## config.mk

```make
export PLATFORM = sky130hd
export DESIGN_NAME = apid_cfg
export DESIGN_NICKNAME = d
export VERILOG_FILES = /design/src/design/apid_pkg.sv /design/src/design/apid_cfg.sv
export SDC_FILE = /design/constraint.sdc
export NUM_CORES = 1
export LEC_CHECK = 0
export BUFFER_PORTS_ARGS = -buffer_cell sky130_fd_sc_hd__buf_2
export CORE_ASPECT_RATIO = 0.8
export CORE_MARGIN = 4
export CORE_UTILIZATION = 40
export CTS_BUF_LIST = sky130_fd_sc_hd__clkbuf_8
export CTS_CLUSTER_DIAMETER = 200
export DETAILED_ROUTE_END_ITERATION = 8
export MAX_ROUTING_LAYER = met4
export PLACE_DENSITY = 0.72
export SLEW_MARGIN = 5
export SYNTH_ARGS = -nofsm -noshare
export SYNTH_HDL_FRONTEND = slang
export SYNTH_SLANG_ARGS = --single-unit
```

## constraint.sdc

```tcl
create_clock -name clk -period 1.4 [get_ports clk]
set_input_delay 0.07 -clock clk [delete_from_list [all_inputs] [get_ports clk]]
set_output_delay 0.07 -clock clk [all_outputs]
set_load 0.01 [all_outputs]
```

## src/design/apid_pkg.sv

```systemverilog
// Shared types and constants for the altitude PID with rotor mixer.
// Holds the configuration register layout, register indexes, reset values and the
// stage-to-stage structs. No dependencies.
package apid_pkg;

  // Width of the saturating error integral.
  localparam int INTEGRAL_BITS = 40;
  localparam int LO_BITS       = INTEGRAL_BITS / 2;
  localparam int HI_BITS       = INTEGRAL_BITS - LO_BITS;

  // The integral product is compared against 2^60, so it is never narrower than 61 bits.
  localparam int IPROD_BITS = ((24 + INTEGRAL_BITS) > 61) ? (24 + INTEGRAL_BITS) : 61;
  localparam int TERM_BITS  = 62;
  localparam int SUM_BITS   = 63;
  localparam int ADJ_BITS   = SUM_BITS - 16;

  localparam logic [IPROD_BITS-1:0] ITERM_LIMIT = IPROD_BITS'(64'd1 << 60);

  localparam logic [16:0]        ONE_Q16  = 17'd65536;
  localparam logic signed [13:0] MIX_GAIN = 14'sd3277;

  // Configuration register indexes.
  localparam logic [2:0] CFG_TARGET_ALTITUDE  = 3'd0;
  localparam logic [2:0] CFG_SMOOTHING_WEIGHT = 3'd1;
  localparam logic [2:0] CFG_P_GAIN           = 3'd2;
  localparam logic [2:0] CFG_I_GAIN           = 3'd3;
  localparam logic [2:0] CFG_D_GAIN           = 3'd4;
  localparam logic [2:0] CFG_BASE_SPEED       = 3'd5;
  localparam logic [2:0] CFG_MIN_SPEED        = 3'd6;
  localparam logic [2:0] CFG_MAX_SPEED        = 3'd7;

  typedef struct packed {
    logic [22:0] target_altitude;
    logic [16:0] smoothing_weight;
    logic [23:0] p_gain;
    logic [23:0] i_gain;
    logic [23:0] d_gain;
    logic [22:0] base_speed;
    logic [22:0] min_speed;
    logic [22:0] max_speed;
  } cfg_t;

  localparam cfg_t CFG_RESET = '{
    target_altitude:  23'd768,
    smoothing_weight: 17'd52429,
    p_gain:           24'd98304,
    i_gain:           24'd328,
    d_gain:           24'd1310720,
    base_speed:       23'd179200,
    min_speed:        23'd0,
    max_speed:        23'd230400
  };

  // A control tick leaving the front stage.
  typedef struct packed {
    logic                            valid;
    logic signed [24:0]              err;
    logic signed [24:0]              delta;
    logic signed [INTEGRAL_BITS-1:0] integral;
    logic                            sat;
    logic signed [11:0]              roll_angle;
    logic signed [11:0]              pitch_angle;
  } front_t;

  // A control tick leaving the control law, ready for clamping and mixing.
  typedef struct packed {
    logic                       valid;
    logic signed [ADJ_BITS-1:0] adj;
    logic signed [11:0]         roll_c;
    logic signed [11:0]         pitch_c;
    logic signed [24:0]         err;
    logic                       sat;
  } mix_t;

endpackage

```

## src/design/apid_cfg.sv

```systemverilog
// Configuration register file for the altitude PID block.
// Uses apid_pkg for the register layout, indexes and reset values.
module apid_cfg (
  input  logic          clk,
  input  logic          rst_n,
  input  logic          cfg_we,
  input  logic [2:0]    cfg_index,
  input  logic [23:0]   cfg_data,
  output apid_pkg::cfg_t cfg
);

  apid_pkg::cfg_t cfg_r;

  always_ff @(posedge clk) begin
    if (!rst_n) begin
      cfg_r <= apid_pkg::CFG_RESET;
    end else if (cfg_we) begin
      unique case (cfg_index)
        apid_pkg::CFG_TARGET_ALTITUDE:  cfg_r.target_altitude  <= cfg_data[22:0];
        apid_pkg::CFG_SMOOTHING_WEIGHT: cfg_r.smoothing_weight <= cfg_data[16:0];
        apid_pkg::CFG_P_GAIN:           cfg_r.p_gain           <= cfg_data;
        apid_pkg::CFG_I_GAIN:           cfg_r.i_gain           <= cfg_data;
        apid_pkg::CFG_D_GAIN:           cfg_r.d_gain           <= cfg_data;
        apid_pkg::CFG_BASE_SPEED:       cfg_r.base_speed       <= cfg_data[22:0];
        apid_pkg::CFG_MIN_SPEED:        cfg_r.min_speed        <= cfg_data[22:0];
        apid_pkg::CFG_MAX_SPEED:        cfg_r.max_speed        <= cfg_data[22:0];
        default: ;
      endcase
    end
  end

  assign cfg = cfg_r;

endmodule

```

==> metrics.yaml <==
outcome: "finished clean"
wl_per_cell_um: 16.6
relSlewSlack_pct: 77.3
fin_area_sq_um: 8720
antenna_cells: 0
drive_above_1_share_pct: 30.6
setup_ws_ns: 0.171
die_area_sq_um: 19000
layout.nets: 898
vdd_ir_drop_max_v: 0.000722
syn_to_final_growth_pct: 29.4
fill_cells: 1492
place.gp.congestion: 0.782
slew_violations: 0
yosysUniqueCellTypes: 16
antenna_found_initial: 0
grt_max_degree: 37
placed_area_sq_um: 8190
power_density_nw_per_um2: 1070
ys_seq_area_share_pct: 53.8
tritoncts: "built"
drc_errors: 0
drt_pass1_iterations: 4
arrival_ns: 1.59
clock_sinks: 181
cts_resized: 0
grt_first_pass_wirelength_um: 28700
tightest_slew_ns: 0.339
yosysWarningCount: 0
syn_area_sq_um: 6740
tns_ns: 0
route.vias.total: 5189
rsz0062_at_grt: "no"
ant_nets: 0
required_ns: 1.77
finish.utilization_pct: 52.7
start_util_pct: 40.7
avgSynthCellArea_sq_um: 10.5
drt_iter0_drc: 215
coreArea_sq_um: 16600
setup_viol: 0
portBuffers: 210
hold_viol: 0
p_leak_nw: 4.59
viasPerCell: 4.71
ios: 211
synth_cells: 643
startpoint_type: "input pin"
grt_pass1_vias: 5266
routed_wl_um: 18300
syn_nets: 673
root_buffer: "clkbuf_8"
max_cap_viol_count: 0
crit_type: "in2reg"
largest_reg_flops: 181
ctsHoldBuffers: 19
numCtsBuffers: 17
fp-row-count: 42
post-route-min-period_ns: 1.23
post-cts-setup-buffers: 0
dpl.hpwl_um: 13000
path_clk_slew_ns: 0.09
ys_seq_elements: 181
fmax_mhz: 814
grt_overflow: 0
cts.htree.levels: 4
gr-usage-all-layers_pct: 19.9
pre_cts_ws_ns: 0.0104
finalCritPeriodShare_pct: 87.8
clk_path_buf_depth: 2
cp_max_fo: 36
fin_skew_ns: 0
die_w_um: 153
endpoint_kind: "register"
insertion_delay_ns: 0.44
fp.dieH_um: 124
hold_class: "in2reg"
[worst max-delay path: stages]
cell	delay, ns
dlygate4sd3_1	0.54
buf_6	0.29
buf_4	0.33
nand2_1	0.17
mux2i_1	0.18
[per-layer routing]
layer | vias to the layer above | part of all wire [%] | global-route usage (%)
met5 | - | 0 | -
met4 | 0 | 0.98 | 5.45
met3 | 13 | 7.7 | 6.50
met2 | 166 | 46 | 31.2
met1 | 2434 | 45 | 24.9
li1 | 2576 | - | -
[power breakdown]
part	switching, mW	internal, mW	total, mW
clock	1.85	1.31	3.17
combinational	0.464	0.356	0.820
sequential	0.0597	5.26	5.32
total	2.38	6.93	9.31
[cell families after synthesis]
kind of cell | synth area share (%)
buffers and inverters | 3.94
DFF | 53.8
and+or+nand+nor | 15.4
muxes | 26.9
[synth_stat cells]
cell | count | area share (%)
buf_1 | 2 | 0.11
buf_4 | 3 | 0.33
nor4bb_1 | 3 | 0.45
clkbuf_1 | 22 | 1.2
mux2i_1 | 181 | 27
dfxtp_1 | 181 | 54
or4b_1 | 1 | 0.15
and4b_1 | 1 | 0.15
nand4bb_1 | 1 | 0.17
nor2b_1 | 45 | 4.2
nand4b_1 | 3 | 0.39
nand4_1 | 1 | 0.093
buf_12 | 2 | 0.59
buf_2 | 18 | 1.3
buf_6 | 2 | 0.33
nand2_1 | 177 | 9.9
[cell type report]
class / count / area (sq um) / share of cell area [%]
clock buffer: 19 / 262 / 3.00
clock inverter: 13 / 82.6 / 0.947
multi-input combinational: 413 / 2890 / 33.1
sequential: 181 / 3620 / 41.5
tap: 220 / 275 / 3.16
timing repair buffer: 255 / 1590 / 18.3
[stage by stage]
stage / hold slack, ns / instances / power [mW]
floorplan: 0.230 / 643 / 5.87
global placement: 0.344 / 1050 / 6.22
detailed placement: 0.353 / 1050 / 6.23
CTS: 0.0336 / 1101 / 9.43
global route: 0.0517 / 1101 / 9.73
finish: 0.0638 / 1101 / 9.31
[layout by cell type (no fill, tap or decap)]
master           n
nor4bb_1         1
or4b_2           1
nor2b_1         45
buf_2          209
inv_1            2
mux2i_1        181
buf_6            1
clkbuf_8        19
clkinvlp_4       2
buf_12          12
nand4b_1         3
dlygate4sd3_1   19
and4b_1          1
nor4bb_4         2
clkinv_2         5
dfxtp_1        181
clkinv_4         1
nand4_1          1
nand4bb_2        1
inv_6            3
buf_4           14
nand2_1        177
[worst paths after layout]
kind | to | depth (start not counted) | slack (ns) | startpoint
worst min register to register | cfg[107] | 2 | 0.46 | cfg[107]
worst max register to register | cfg[81] | 2 | 0.75 | cfg[81]
worst max-delay path | cfg[127] | 5 | 0.17 | rst_n
worst min-delay path | cfg[115] | 3 | 0.06 | cfg_data[22]
Note: power is estimated with default switching activity, not from simulation.
