[src/design/apid_pkg.sv]
// Shared types and constants for the altitude PID with rotor mixer.
// Holds the configuration register layout, register indexes, reset values and the
// stage-to-stage structs. No dependencies.
package apid_pkg;

  // Width of the saturating error integral.
  localparam int INTEGRAL_BITS = 40;
  localparam int LO_BITS       = INTEGRAL_BITS / 2;
  localparam int HI_BITS       = INTEGRAL_BITS - LO_BITS;

  // The integral product is compared against 2^60, so it is never narrower than 61 bits.
  localparam int IPROD_BITS = ((24 + INTEGRAL_BITS) > 61) ? (24 + INTEGRAL_BITS) : 61;
  localparam int TERM_BITS  = 62;
  localparam int SUM_BITS   = 63;
  localparam int ADJ_BITS   = SUM_BITS - 16;

  localparam logic [IPROD_BITS-1:0] ITERM_LIMIT = IPROD_BITS'(64'd1 << 60);

  localparam logic [16:0]        ONE_Q16  = 17'd65536;
  localparam logic signed [13:0] MIX_GAIN = 14'sd3277;

  // Configuration register indexes.
  localparam logic [2:0] CFG_TARGET_ALTITUDE  = 3'd0;
  localparam logic [2:0] CFG_SMOOTHING_WEIGHT = 3'd1;
  localparam logic [2:0] CFG_P_GAIN           = 3'd2;
  localparam logic [2:0] CFG_I_GAIN           = 3'd3;
  localparam logic [2:0] CFG_D_GAIN           = 3'd4;
  localparam logic [2:0] CFG_BASE_SPEED       = 3'd5;
  localparam logic [2:0] CFG_MIN_SPEED        = 3'd6;
  localparam logic [2:0] CFG_MAX_SPEED        = 3'd7;

  typedef struct packed {
    logic [22:0] target_altitude;
    logic [16:0] smoothing_weight;
    logic [23:0] p_gain;
    logic [23:0] i_gain;
    logic [23:0] d_gain;
    logic [22:0] base_speed;
    logic [22:0] min_speed;
    logic [22:0] max_speed;
  } cfg_t;

  localparam cfg_t CFG_RESET = '{
    target_altitude:  23'd768,
    smoothing_weight: 17'd52429,
    p_gain:           24'd98304,
    i_gain:           24'd328,
    d_gain:           24'd1310720,
    base_speed:       23'd179200,
    min_speed:        23'd0,
    max_speed:        23'd230400
  };

  // A control tick leaving the front stage.
  typedef struct packed {
    logic                            valid;
    logic signed [24:0]              err;
    logic signed [24:0]              delta;
    logic signed [INTEGRAL_BITS-1:0] integral;
    logic                            sat;
    logic signed [11:0]              roll_angle;
    logic signed [11:0]              pitch_angle;
  } front_t;

  // A control tick leaving the control law, ready for clamping and mixing.
  typedef struct packed {
    logic                       valid;
    logic signed [ADJ_BITS-1:0] adj;
    logic signed [11:0]         roll_c;
    logic signed [11:0]         pitch_c;
    logic signed [24:0]         err;
    logic                       sat;
  } mix_t;

endpackage

[src/design/apid_if.sv]


interface apid_out_if;
  logic               valid;
  logic               ready;
  logic signed [23:0] rotor_speed_1;
  logic signed [23:0] rotor_speed_2;
  logic signed [23:0] rotor_speed_3;
  logic signed [23:0] rotor_speed_4;
  logic signed [24:0] altitude_error;
  logic               integral_saturated;

  modport source (output valid, output rotor_speed_1, output rotor_speed_2,
                  output rotor_speed_3, output rotor_speed_4, output altitude_error,
                  output integral_saturated, input ready);
  modport sink   (input valid, input rotor_speed_1, input rotor_speed_2,
                  input rotor_speed_3, input rotor_speed_4, input altitude_error,
                  input integral_saturated, output ready);
endinterface

[src/design/apid_mix.sv]
// Speed clamp, rotor mixer and result register.
// Uses apid_pkg and the apid_out_if channel interface.
module apid_mix (
  input  logic           clk,
  input  logic           rst_n,
  input  apid_pkg::cfg_t cfg,
  input  apid_pkg::mix_t law,
  output logic           up_ready,
  apid_out_if.source     out_ch
);

  localparam int AB = apid_pkg::ADJ_BITS;

  function automatic logic signed [23:0] sat24(input logic signed [24:0] v);
    logic signed [23:0] r;
    if (v[24] != v[23]) begin
      r = v[24] ? 24'sh800000 : 24'sh7fffff;
    end else begin
      r = v[23:0];
    end
    return r;
  endfunction

  logic               out_valid_r;
  logic               load;
  logic signed [23:0] r1_r, r2_r, r3_r, r4_r;
  logic signed [23:0] r1_nxt, r2_nxt, r3_nxt, r4_nxt;
  logic signed [24:0] err_r;
  logic               sat_r;

  logic signed [AB:0] spd, spd_c, mn, mx;
  logic signed [24:0] sp, rc, pc;

  assign up_ready = !out_valid_r || out_ch.ready;
  assign load     = up_ready && law.valid;

  // Raise to the minimum first, then lower to the maximum, so the maximum wins.
  always_comb begin
    mn    = {{(AB+1-23){1'b0}}, cfg.min_speed};
    mx    = {{(AB+1-23){1'b0}}, cfg.max_speed};
    spd   = {law.adj[AB-1], law.adj} + {{(AB+1-23){1'b0}}, cfg.base_speed};
    spd_c = (spd < mn) ? mn : spd;
    if (spd_c > mx) begin
      spd_c = mx;
    end
    sp     = {2'b00, spd_c[22:0]};
    rc     = {{13{law.roll_c[11]}}, law.roll_c};
    pc     = {{13{law.pitch_c[11]}}, law.pitch_c};
    r1_nxt = sat24(sp - rc + pc);
    r2_nxt = sat24(sp + rc + pc);
    r3_nxt = sat24(sp + rc - pc);
    r4_nxt = sat24(sp - rc - pc);
  end

  always_ff @(posedge clk) begin
    if (!rst_n) begin
      out_valid_r <= 1'b0;
    end else if (up_ready) begin
      out_valid_r <= law.valid;
    end
  end

  always_ff @(posedge clk) begin
    if (load) begin
      r1_r  <= r1_nxt;
      r2_r  <= r2_nxt;
      r3_r  <= r3_nxt;
      r4_r  <= r4_nxt;
      err_r <= law.err;
      sat_r <= law.sat;
    end
  end

  assign out_ch.valid              = out_valid_r;
  assign out_ch.rotor_speed_1      = r1_r;
  assign out_ch.rotor_speed_2      = r2_r;
  assign out_ch.rotor_speed_3      = r3_r;
  assign out_ch.rotor_speed_4      = r4_r;
  assign out_ch.altitude_error     = err_r;
  assign out_ch.integral_saturated = sat_r;

endmodule

[src/flat_wrapper.sv]
// flat-port wrapper written by rule: the top's interface ports become plain ports
module apid_mix_flat 
  (clk, rst_n, cfg, law, up_ready, out_ch_valid, out_ch_rotor_speed_1, out_ch_rotor_speed_2, out_ch_rotor_speed_3, out_ch_rotor_speed_4, out_ch_altitude_error, out_ch_integral_saturated, out_ch_ready);
  apid_out_if out_ch_i ();
  input  logic clk;
  input  logic rst_n;
  input  apid_pkg::cfg_t cfg;
  input  apid_pkg::mix_t law;
  output logic up_ready;
  output wire logic [$bits(out_ch_i.valid)-1:0] out_ch_valid;
  output wire logic [$bits(out_ch_i.rotor_speed_1)-1:0] out_ch_rotor_speed_1;
  output wire logic [$bits(out_ch_i.rotor_speed_2)-1:0] out_ch_rotor_speed_2;
  output wire logic [$bits(out_ch_i.rotor_speed_3)-1:0] out_ch_rotor_speed_3;
  output wire logic [$bits(out_ch_i.rotor_speed_4)-1:0] out_ch_rotor_speed_4;
  output wire logic [$bits(out_ch_i.altitude_error)-1:0] out_ch_altitude_error;
  output wire logic [$bits(out_ch_i.integral_saturated)-1:0] out_ch_integral_saturated;
  input wire logic [$bits(out_ch_i.ready)-1:0] out_ch_ready;
  assign out_ch_valid = out_ch_i.valid;
  assign out_ch_rotor_speed_1 = out_ch_i.rotor_speed_1;
  assign out_ch_rotor_speed_2 = out_ch_i.rotor_speed_2;
  assign out_ch_rotor_speed_3 = out_ch_i.rotor_speed_3;
  assign out_ch_rotor_speed_4 = out_ch_i.rotor_speed_4;
  assign out_ch_altitude_error = out_ch_i.altitude_error;
  assign out_ch_integral_saturated = out_ch_i.integral_saturated;
  assign out_ch_i.ready = out_ch_ready;
  apid_mix u_core (.clk(clk), .rst_n(rst_n), .cfg(cfg), .law(law), .up_ready(up_ready), .out_ch(out_ch_i));
endmodule
[config.mk]
export PLATFORM = sky130hd
export DESIGN_NAME = apid_mix_flat
export DESIGN_NICKNAME = d
export VERILOG_FILES = /design/src/design/apid_pkg.sv /design/src/design/apid_if.sv /design/src/design/apid_mix.sv /design/src/flat_wrapper.sv
export SDC_FILE = /design/constraint.sdc
export NUM_CORES = 1
export LEC_CHECK = 0
export BUFFER_PORTS_ARGS = -buffer_cell sky130_fd_sc_hd__buf_2
export CAP_MARGIN = 20
export CORE_MARGIN = 5
export CORE_UTILIZATION = 38
export DETAILED_ROUTE_END_ITERATION = 10
export PLACE_DENSITY = 0.67
export SKIP_CTS_REPAIR_TIMING = 1
export SLEW_MARGIN = 20
export SYNTH_ARGS = -nofsm -noshare
export SYNTH_HDL_FRONTEND = slang
export SYNTH_SLANG_ARGS = --single-unit
[constraint.sdc]
create_clock -name clk -period 10.8 [get_ports clk]
set_clock_uncertainty 0.05 [all_clocks]
set_input_delay 0.54 -clock clk [delete_from_list [all_inputs] [get_ports clk]]
set_output_delay 0.54 -clock clk [all_outputs]
set_load 0.1 [all_outputs]
==> flow_summary.toml <==
[clock_network]
clk_pin_slew_ns = 0.06
worstSkewPairLatency_ns = 0.41
cts_tree = "done"
cts_buffer_depth = 2
cts_sinks = 123
root_buffer = "clkbuf_16"
numCtsBuffers = 17
htree_levels = 4

[setup_path]
path_class = "input pin to register"
arrival_ns = 11.06
cp.required_ns = 10.90
r2r_setup_slack_ns = 8.52
end_kind = "register"
setup.worst_path.start_class = "input pin"
cpPeakStageDelay_ns = 0.40
path_max_fanout = 9
slowest_stage = "ha_2"

[cells_and_area]
fin_nets = 3131
nFillCells = 3309
drive_gt1_frac = 0.4527
regArea_mm2 = 0.003684
antenna_cells = 0
multi_input_area_mm2 = 0.01218
stdcell_area_mm2 = 0.02408
area_growth_pct = 56.34
final_core_util = 0.6033

[sta]
rsz0062_at_grt = "true"
finalMaxSlewViolations = 0
fmax_mhz = 91.26
layout_setup_ws_ns = -0.1580
fin_crit_sh = 1.015
relSlewSlack = 0.3725
period_minus_slack_ns = 10.96
finalSetupViolCount = 24
tns_ns = -2.553
worstMarginPinSlew_ns = 0.9412
finalHoldViolations = 0

[pwr]
p_comb_frac = 0.789
clkPwrFrac = 0.080
switchingPower_mw = 3.763
p_int_mw = 3.374
power.leakage_nw = 11.07
power.density_mw_per_mm2 = 296.4
ir_drop_v = 0.0002258
seq_power_share = 0.131
sw_frac_of_total = 0.5273

[placed_design]
dpl_cell_area_mm2 = 0.02171
hpwlAfterDp_um = 46090
place.gp.congestion = 0.9614
place_ws_ns = -1.128
portBuffers = 293

[grt]
grt_max_degree = 78
grt_use_total = 0.2321
grt_pass1_vias = 16612
antenna_found_initial = 1
grt_pass1_wl_um = 85050
overflow = 0

[routing]
wl_met2_um = 28370
maxUsedRoutingLayer = "met5"
dr_total_vias = 16782
route.detailed.drc = 0
drtAntennaViolNets = 0
viasPerCell = 5.299
first_pass_iters = 5
wl_met1_um = 24200
routed_wl_um = 57600
routedWlPerCell_um = 18.19
drt_iter0_drc = 962
met3_length_um = 3280

[logic_synthesis]
ys_warn_count = 0
syn_area_per_cell_um2 = 8.668
synth_enable_flop_cells = 122
synth.distinct_cells = 89
async_reset_ff_frac = 0
synth_cells = 1777
ys_ff_latch = 123
ys_seq_area_frac = 0.2392
ys.flop_type = "edfxtp_1"
syn-num-nets = 2279
synth_area_mm2 = 0.01540

[outcome]
violations = "setup timing"
status = "finished, violations left"

[die]
num_io_pins = 406
die_h_um = 211.3
dieArea_mm2 = 0.04466
core_mm2 = 0.03991
rows = 73
die_w_um = 211.3
start_util = 0.3859

[hold_path]
min_path_type = "input pin to register"

[job]
max_cap_violations = 0
==> kinds of logic after synthesis <==
| kind of cell | after synthesis | share of synthesized area |
|---|---|---|
| simple gates | 455 | 0.1460 |
| buf+inv | 236 | 0.06158 |
| fa+ha+maj | 291 | 0.2298 |
| compound gates | 484 | 0.2099 |
| flops | 123 | 0.2392 |
| xor+xnor | 150 | 0.08627 |
| mux | 38 | 0.02730 |
==> cell type report <==
| class | instances | share of cell area |
|---|---|---|
| clock buffers | 17 | 0.01767 |
| clock inverters | 15 | 0.007118 |
| inverters | 161 | 0.02541 |
| multi-input cells | 1418 | 0.5059 |
| flip-flops and latches | 123 | 0.1530 |
| well taps | 525 | 0.02728 |
| repair buffers | 908 | 0.2637 |
==> cells in the final DEF (no fill, tap or decap), drive strengths merged, types with 40 or more instances in the layout <==
| master | netlist | layout |
|---|---|---|
| nor3 | 40 | 40 |
| ha | 213 | 213 |
| inv | 161 | 164 |
| nand2 | 69 | 69 |
| xnor2 | 105 | 105 |
| buf | 20 | 902 |
| edfxtp | 122 | 122 |
| xor2 | 45 | 45 |
| maj3 | 71 | 71 |
| a21oi | 140 | 140 |
| o21ai | 92 | 92 |
| nor2 | 163 | 163 |
==> cell usage after synthesis, types with 40 or more instances <==
library cell	number	area share
clkbuf_1	55	0.013
nor3_1	40	0.013
a21oi_1	138	0.045
maj3_1	52	0.034
ha_1	213	0.17
inv_1	161	0.039
o21ai_0	90	0.029
nor2_1	163	0.040
nand2_1	69	0.017
xnor2_1	103	0.059
xor2_1	45	0.026
edfxtp_1	122	0.24
==> worst paths after layout <==
kind	to	cells after the start	startpoint
max	u_core.out_ch.rotor_speed_3[20]	57	law[72]
min	u_core.out_ch.altitude_error[15]	1	law[16]
max reg2reg	u_core.out_ch.rotor_speed_4[8]	3	u_core.out_ch.valid
min reg2reg	u_core.out_ch.valid	2	u_core.out_ch.valid
==> routing by layer <==
| layer | GRT usage | up-vias |
|---|---|---|
| li1 | - | 8178 |
| met1 | 0.2988 | 7884 |
| met2 | 0.4099 | 612 |
| met3 | 0.03394 | 106 |
| met4 | 0.05908 | 2 |
| met5 | 0 | - |
==> metrics by stage <==
step | total power [mW] | instances | hold slack (ns)
4_1_cts | 6.603 | 3121 | 0.2401
2_1_floorplan | 4.316 | 1777 | 0.5889
3_5_place_dp | 6.014 | 3089 | 0.5041
6_report | 7.137 | 3167 | 0.2470
3_3_place_gp | 5.926 | 3089 | 0.4570
5_1_grt | 7.494 | 3167 | 0.2408
==> worst max-delay path: cells and delay by family <==
| family | cells | cell delay [ns] |
|---|---|---|
| mux | 2 | 0.48 |
| xor+xnor | 2 | 0.42 |
| simple gates | 14 | 2.45 |
| compound gates | 24 | 4.31 |
| buf+inv | 9 | 1.26 |
| fa+ha+maj | 6 | 1.57 |
==> sequential cells by signal (all words and copies together) (netlist names) <==
register and cells:
u_core.out_ch.rotor_speed_2 24, u_core.out_ch.rotor_speed_3 24, u_core.out_ch.integral_saturated 1, u_core.out_ch.rotor_speed_1 24
u_core.out_ch.valid 1, u_core.out_ch.altitude_error 25, u_core.out_ch.rotor_speed_4 24
==> power by group through the flow <==
stage | clock network, mW | registers, mW | logic [mW]
floorplan | 0 | 2.35 | 1.96
global placement | 0 | 0.934 | 4.99
detailed placement | 0 | 0.943 | 5.07
CTS | 0.571 | 0.939 | 5.09
global route | 0.599 | 0.955 | 5.94
finish | 0.571 | 0.936 | 5.63
(Power assumes the default switching activity.)
