File: src/design/apid_pkg.sv
// Shared types and constants for the altitude PID with rotor mixer.
// Holds the configuration register layout, register indexes, reset values and the
// stage-to-stage structs. No dependencies.
package apid_pkg;

  // Width of the saturating error integral.
  localparam int INTEGRAL_BITS = 40;
  localparam int LO_BITS       = INTEGRAL_BITS / 2;
  localparam int HI_BITS       = INTEGRAL_BITS - LO_BITS;

  // The integral product is compared against 2^60, so it is never narrower than 61 bits.
  localparam int IPROD_BITS = ((24 + INTEGRAL_BITS) > 61) ? (24 + INTEGRAL_BITS) : 61;
  localparam int TERM_BITS  = 62;
  localparam int SUM_BITS   = 63;
  localparam int ADJ_BITS   = SUM_BITS - 16;

  localparam logic [IPROD_BITS-1:0] ITERM_LIMIT = IPROD_BITS'(64'd1 << 60);

  localparam logic [16:0]        ONE_Q16  = 17'd65536;
  localparam logic signed [13:0] MIX_GAIN = 14'sd3277;

  // Configuration register indexes.
  localparam logic [2:0] CFG_TARGET_ALTITUDE  = 3'd0;
  localparam logic [2:0] CFG_SMOOTHING_WEIGHT = 3'd1;
  localparam logic [2:0] CFG_P_GAIN           = 3'd2;
  localparam logic [2:0] CFG_I_GAIN           = 3'd3;
  localparam logic [2:0] CFG_D_GAIN           = 3'd4;
  localparam logic [2:0] CFG_BASE_SPEED       = 3'd5;
  localparam logic [2:0] CFG_MIN_SPEED        = 3'd6;
  localparam logic [2:0] CFG_MAX_SPEED        = 3'd7;

  typedef struct packed {
    logic [22:0] target_altitude;
    logic [16:0] smoothing_weight;
    logic [23:0] p_gain;
    logic [23:0] i_gain;
    logic [23:0] d_gain;
    logic [22:0] base_speed;
    logic [22:0] min_speed;
    logic [22:0] max_speed;
  } cfg_t;

  localparam cfg_t CFG_RESET = '{
    target_altitude:  23'd768,
    smoothing_weight: 17'd52429,
    p_gain:           24'd98304,
    i_gain:           24'd328,
    d_gain:           24'd1310720,
    base_speed:       23'd179200,
    min_speed:        23'd0,
    max_speed:        23'd230400
  };

  // A control tick leaving the front stage.
  typedef struct packed {
    logic                            valid;
    logic signed [24:0]              err;
    logic signed [24:0]              delta;
    logic signed [INTEGRAL_BITS-1:0] integral;
    logic                            sat;
    logic signed [11:0]              roll_angle;
    logic signed [11:0]              pitch_angle;
  } front_t;

  // A control tick leaving the control law, ready for clamping and mixing.
  typedef struct packed {
    logic                       valid;
    logic signed [ADJ_BITS-1:0] adj;
    logic signed [11:0]         roll_c;
    logic signed [11:0]         pitch_c;
    logic signed [24:0]         err;
    logic                       sat;
  } mix_t;

endpackage

File: src/design/apid_if.sv
// Valid/ready channel interfaces for the altitude PID block.
// One interface for input requests and one for results; no dependencies.
interface apid_in_if;
  logic               valid;
  logic               ready;
  logic               opcode;
  logic signed [23:0] altitude_sample;
  logic signed [11:0] roll_angle;
  logic signed [11:0] pitch_angle;

  modport source (output valid, output opcode, output altitude_sample,
                  output roll_angle, output pitch_angle, input ready);
  modport sink   (input valid, input opcode, input altitude_sample,
                  input roll_angle, input pitch_angle, output ready);
endinterface


File: src/design/apid_front.sv
// Input register and loop state: altitude smoother, tick error, delta and integral.
// Uses apid_pkg and the apid_in_if channel interface.
module apid_front (
  input  logic            clk,
  input  logic            rst_n,
  input  apid_pkg::cfg_t  cfg,
  apid_in_if.sink         in_ch,
  output apid_pkg::front_t front,
  input  logic            dn_ready
);

  localparam int IB = apid_pkg::INTEGRAL_BITS;
  localparam logic signed [IB-1:0] IMAX = {1'b0, {(IB-1){1'b1}}};
  localparam logic signed [IB-1:0] IMIN = {1'b1, {(IB-1){1'b0}}};

  logic               in_valid_r;
  logic               in_valid_nxt;
  logic               opcode_r;
  logic signed [23:0] sample_r;
  logic signed [11:0] roll_r;
  logic signed [11:0] pitch_r;

  logic signed [23:0]   smooth_r;
  logic signed [23:0]   smooth_nxt;
  logic signed [23:0]   prev_r;
  logic signed [IB-1:0] integ_r;
  logic signed [IB-1:0] integ_nxt;

  logic                 accept;
  logic                 leave;
  logic [16:0]          w_eff;
  logic signed [24:0]   diff;
  logic signed [42:0]   sm_prod;
  logic signed [42:0]   sm_rnd;
  logic signed [24:0]   err;
  logic signed [24:0]   delta;
  logic signed [IB:0]   isum;

  // A sample leaves at once; a tick waits for room in the control law.
  assign leave        = in_valid_r && (!opcode_r || dn_ready);
  assign in_ch.ready  = !in_valid_r || leave;
  assign accept       = in_ch.valid && in_ch.ready;
  assign in_valid_nxt = accept ? 1'b1 : (leave ? 1'b0 : in_valid_r);

  // Smoother written as s + w*(x - s), rounded to the nearest 1/256 m.
  always_comb begin
    w_eff      = (cfg.smoothing_weight > apid_pkg::ONE_Q16) ? apid_pkg::ONE_Q16
                                                            : cfg.smoothing_weight;
    diff       = {sample_r[23], sample_r} - {smooth_r[23], smooth_r};
    sm_prod    = $signed({1'b0, w_eff}) * diff;
    sm_rnd     = sm_prod + 43'sd32768;
    smooth_nxt = smooth_r + sm_rnd[39:16];
  end

  always_comb begin
    err   = {2'b00, cfg.target_altitude} - {smooth_r[23], smooth_r};
    delta = {smooth_r[23], smooth_r} - {prev_r[23], prev_r};
    isum  = {integ_r[IB-1], integ_r} + {{(IB-24){err[24]}}, err};
    if (isum[IB] != isum[IB-1]) begin
      integ_nxt = isum[IB] ? IMIN : IMAX;
    end else begin
      integ_nxt = isum[IB-1:0];
    end
  end

  always_comb begin
    front.valid       = in_valid_r && opcode_r;
    front.err         = err;
    front.delta       = delta;
    front.integral    = integ_nxt;
    front.sat         = (integ_nxt == IMAX) || (integ_nxt == IMIN);
    front.roll_angle  = roll_r;
    front.pitch_angle = pitch_r;
  end

  always_ff @(posedge clk) begin
    if (!rst_n) begin
      in_valid_r <= 1'b0;
    end else begin
      in_valid_r <= in_valid_nxt;
    end
  end

  always_ff @(posedge clk) begin
    if (accept) begin
      opcode_r <= in_ch.opcode;
      sample_r <= in_ch.altitude_sample;
      roll_r   <= in_ch.roll_angle;
      pitch_r  <= in_ch.pitch_angle;
    end
  end

  always_ff @(posedge clk) begin
    if (!rst_n) begin
      smooth_r <= '0;
      prev_r   <= '0;
      integ_r  <= '0;
    end else if (leave) begin
      if (!opcode_r) begin
        smooth_r <= smooth_nxt;
      end else begin
        prev_r  <= smooth_r;
        integ_r <= integ_nxt;
      end
    end
  end

endmodule

File: src/flat_wrapper.sv
// flat-port wrapper written by rule: the top's interface ports become plain ports
module apid_front_flat 
  (clk, rst_n, cfg, front, dn_ready, in_ch_valid, in_ch_opcode, in_ch_altitude_sample, in_ch_roll_angle, in_ch_pitch_angle, in_ch_ready);
  apid_in_if in_ch_i ();
  input  logic clk;
  input  logic rst_n;
  input  apid_pkg::cfg_t cfg;
  output apid_pkg::front_t front;
  input  logic dn_ready;
  input wire logic [$bits(in_ch_i.valid)-1:0] in_ch_valid;
  input wire logic [$bits(in_ch_i.opcode)-1:0] in_ch_opcode;
  input wire logic [$bits(in_ch_i.altitude_sample)-1:0] in_ch_altitude_sample;
  input wire logic [$bits(in_ch_i.roll_angle)-1:0] in_ch_roll_angle;
  input wire logic [$bits(in_ch_i.pitch_angle)-1:0] in_ch_pitch_angle;
  output wire logic [$bits(in_ch_i.ready)-1:0] in_ch_ready;
  assign in_ch_i.valid = in_ch_valid;
  assign in_ch_i.opcode = in_ch_opcode;
  assign in_ch_i.altitude_sample = in_ch_altitude_sample;
  assign in_ch_i.roll_angle = in_ch_roll_angle;
  assign in_ch_i.pitch_angle = in_ch_pitch_angle;
  assign in_ch_ready = in_ch_i.ready;
  apid_front u_core (.clk(clk), .rst_n(rst_n), .cfg(cfg), .in_ch(in_ch_i), .front(front), .dn_ready(dn_ready));
endmodule
File: config.mk
export PLATFORM = sky130hd
export DESIGN_NAME = apid_front_flat
export DESIGN_NICKNAME = d
export VERILOG_FILES = /design/src/design/apid_pkg.sv /design/src/design/apid_if.sv /design/src/design/apid_front.sv /design/src/flat_wrapper.sv
export SDC_FILE = /design/constraint.sdc
export NUM_CORES = 2
export LEC_CHECK = 0
export BUFFER_PORTS_ARGS = -buffer_cell sky130_fd_sc_hd__buf_2
export CORE_MARGIN = 3
export CORE_UTILIZATION = 55
export CTS_CLUSTER_SIZE = 12
export DETAILED_ROUTE_END_ITERATION = 6
export PLACE_DENSITY = 0.77
export SYNTH_ARGS = -nofsm -noshare
export SYNTH_HDL_FRONTEND = slang
export SYNTH_SLANG_ARGS = --single-unit
File: constraint.sdc
create_clock -name clk -period 15.2 [get_ports clk]
set_clock_uncertainty 0.1 [all_clocks]
set_input_delay 2.28 -clock clk [delete_from_list [all_inputs] [get_ports clk]]
set_output_delay 2.28 -clock clk [all_outputs]
set_load 0.01 [all_outputs]
==> impl_metrics.yaml <==
status:
  status: "completed"
place:
  io_buffers: 209
  hpwl_um: 60400
  gp_congestion: 0.916
  place_ws_ps: 1430
  place_area_mm2: 0.0274
critical_path:
  end_kind: "output port"
  rrSetupSlack_ps: 2160
  worstPathMaxFanout: 42
  crit_top_cell: "a21oi_1"
  worst_ep_arrival_time_ps: 11130
  path_delay_family: "compound AO/OA/AOI/OAI gates"
  rr_startpoint: "u_core.smooth_r[1]"
  cp-start-kind: "input pin"
  reg2reg_to: "u_core.smooth_r[23]"
  rr_worst_depth: 48
  max_stage_delay_ps: 390
  required_ps: 12820
  slowest_stage: "fa_1"
  timing_worst_setup_path_type: "input pin to output port"
  worst-path-buf-inv: 5
timing:
  period_needed_ps: 13510
  fin_ws_ps: 1690
  setup-tns-final_ps: 0
  max_slew.worst_pin.slew_ps: 1290
  finalSetupViolCount: 0
  final-max-slew-violation-count: 0
  fin_crit_sh_pct: 88.9
  hold_violations: 0
  fmax_mhz: 74.0
  rsz0062_at_grt: "false"
  slew-limit-headroom_pct: 13.7
cts:
  cts.root.buffer_cell: "clkbuf_16"
  cts_buffer_depth: 2
  clkTransAtPathRegs_ps: 60
  cts_tree: "done"
  clock-sinks: 138
  htree_levels: 4
  post_cts_buffers: 0
  cts_hold_buffers: 0
  cts_buffers: 17
  clock_latency_ps: 450
  postCtsResizedCells: 0
final_layout:
  final_core_util_pct: 61.3
  multiInputGateArea_mm2: 0.0199
  nets: 4091
  seq_area_mm2: 0.00325
  drive_gt1_share_pct: 9.87
  n_fill_cell: 3981
  finalInstanceArea_mm2: 0.0280
  syn_to_final_growth_pct: 9.48
detailed_routing:
  wl_per_cell_um: 19.3
  first_pass_iters: 6
  drt_first_iter_violations: 1719
  vias_per_cell: 5.69
  drc: 0
  vias: 21700
  drtAntennaViolNets: 0
  routed_wl_um: 73500
yosys:
  async_reset_ff_share_pct: 0
  seq_area_frac_synth_pct: 12.7
  ys.flop_type: "dfxtp_1"
  syn_area_per_cell_um2: 8.48
  synth_edf_count: 49
  syn-cell-area_mm2: 0.0256
  synth_cells: 3018
  synth_nets: 3909
  ys_seq_elements: 138
  synth.distinct_cells: 79
  yosysWarningCount: 0
hold_path:
  hold_end: "u_core.prev_r[7]"
  hp-class: "flop to flop"
  min_path_cells: 2
  min-delay-start: "u_core.prev_r[7]"
job:
  cap_viol_max_count: 0
grt:
  grtUsageTotal_pct: 29.9
  grt_util_met2_pct: 49.6
  grt_overflow: 0
  grt_busiest_layer: "met2"
  met3_usage_pct: 5.19
  grt_pass1_vias: 22300
  grt_start_max_net_pins: 91
  grt_pass1_wl_um: 117000
  met1_usage_pct: 40.1
  antenna_found_initial: 1
floorplanning:
  core-area_mm2: 0.0457
  pin_count: 351
  fp-row-count: 78
  die-height_um: 222
  start_util_pct: 56.0
  die_w_um: 222
  die_area_mm2: 0.0491
-- worst min-delay path: stages, from the launching register on --
cell and delay (ps):
dfxtp_1 310, nand2_1 50, a21boi_0 60
-- final cells by class --
class	instances	area share (%)
inverters	553	7.41
repair buffers	255	4.97
clock buffers	17	1.52
multi-input cells	2235	71.1
well taps	600	2.68
flip-flops and latches	138	11.6
diodes	1	0.00894
clock inverters	15	0.684
-- cell usage in the layout, fill, tap and decap left out, types with 89 or more instances in the layout --
master and count:
dfxtp_1 89, nor2_1 345, buf_2 209, inv_1 552, fa_1 400, ha_1 257, nand2_1 366, xnor2_1 104
o21ai_0 97, a21oi_1 97
-- registers in the layout, summed over array words and instances (netlist names) --
signal / flops
u_core.integ_r: 40
u_core.prev_r: 24
u_core.sample_r: 24
u_core.smooth_r: 24
u_core.pitch_r: 12
u_core.roll_r: 12
u_core.in_valid_r: 1
u_core.opcode_r: 1
-- synthesized netlist by cell type, types with 3 or more instances --
library cell	instances	share of area, %
a31oi_1	14	0.34
nand2b_1	28	0.68
o211a_1	15	0.59
buf_2	6	0.12
and2_1	37	0.90
edfxtp_1	49	5.8
a311oi_1	3	0.10
nor2_1	345	5.1
ha_1	257	13
nand4_1	14	0.34
clkbuf_1	85	1.2
and2_0	3	0.073
nor3b_1	13	0.38
or3_1	13	0.32
o211ai_1	8	0.23
inv_1	552	8.1
o31ai_1	8	0.23
and4_1	4	0.14
nand3_1	27	0.53
xor2_1	45	1.5
o21bai_1	17	0.50
o21a_1	29	0.85
a21boi_1	3	0.088
o2111ai_1	3	0.10
o31a_1	6	0.21
dfxtp_1	89	7.0
nor3_1	40	0.78
xnor2_1	104	3.6
a21boi_0	53	1.6
fa_1	400	31
a21o_1	46	1.4
nor2b_1	32	0.78
and3_1	12	0.29
nor4_1	11	0.27
or2_2	11	0.27
a41oi_1	4	0.14
o21ai_1	10	0.20
mux2i_1	3	0.12
or4_1	5	0.15
nand2_1	367	5.4
a211oi_1	9	0.26
a211o_1	5	0.17
o21ai_0	97	1.9
a21oi_1	97	1.9
-- metal layers --
| layer | routed length, um | share of wire, % | vias up |
|---|---|---|---|
| met3 | 5500 | 7.5 | 178 |
| li1 | - | - | 9942 |
| met1 | 30800 | 42 | 10700 |
| met2 | 34700 | 47 | 898 |
| met4 | 2520 | 3.4 | 0 |
| met5 | 0 | 0 | - |
-- worst max-delay path by stage --
stage,to,from,slack (ps),cells past startpoint
6_report,front[24],cfg[158],1690,43
3_5_place_dp,u_core.smooth_r[23],cfg[149],1430,40
4_1_cts,front[24],cfg[158],1870,43
5_1_grt,u_core.smooth_r[23],cfg[154],1020,42
3_3_place_gp,u_core.smooth_r[23],cfg[149],1700,40
2_1_floorplan,front[24],cfg[158],2540,42
-- logic make-up after synthesis --
kind of cell	share of synthesized area, %
muxes	0.117
AOI/OAI and AO/OA	12.0
and+or+nand+nor	16.7
adders and majority gates	43.9
DFF	12.7
xor gates and xnor gates	5.10
buffers and inverters	9.49
-- per-stage QoR --
| stage | std cells | hold WS [ps] |
|---|---|---|
| after global routing | 3814 | 396 |
| final | 3814 | 367 |
| after detailed placement | 3781 | 356 |
| after floorplan | 3018 | 339 |
| after CTS | 3813 | 366 |
| after global placement | 3781 | 347 |
Power is not shown: default switching activity piles up to over one toggle a cycle in this logic, so the estimate is an artifact.
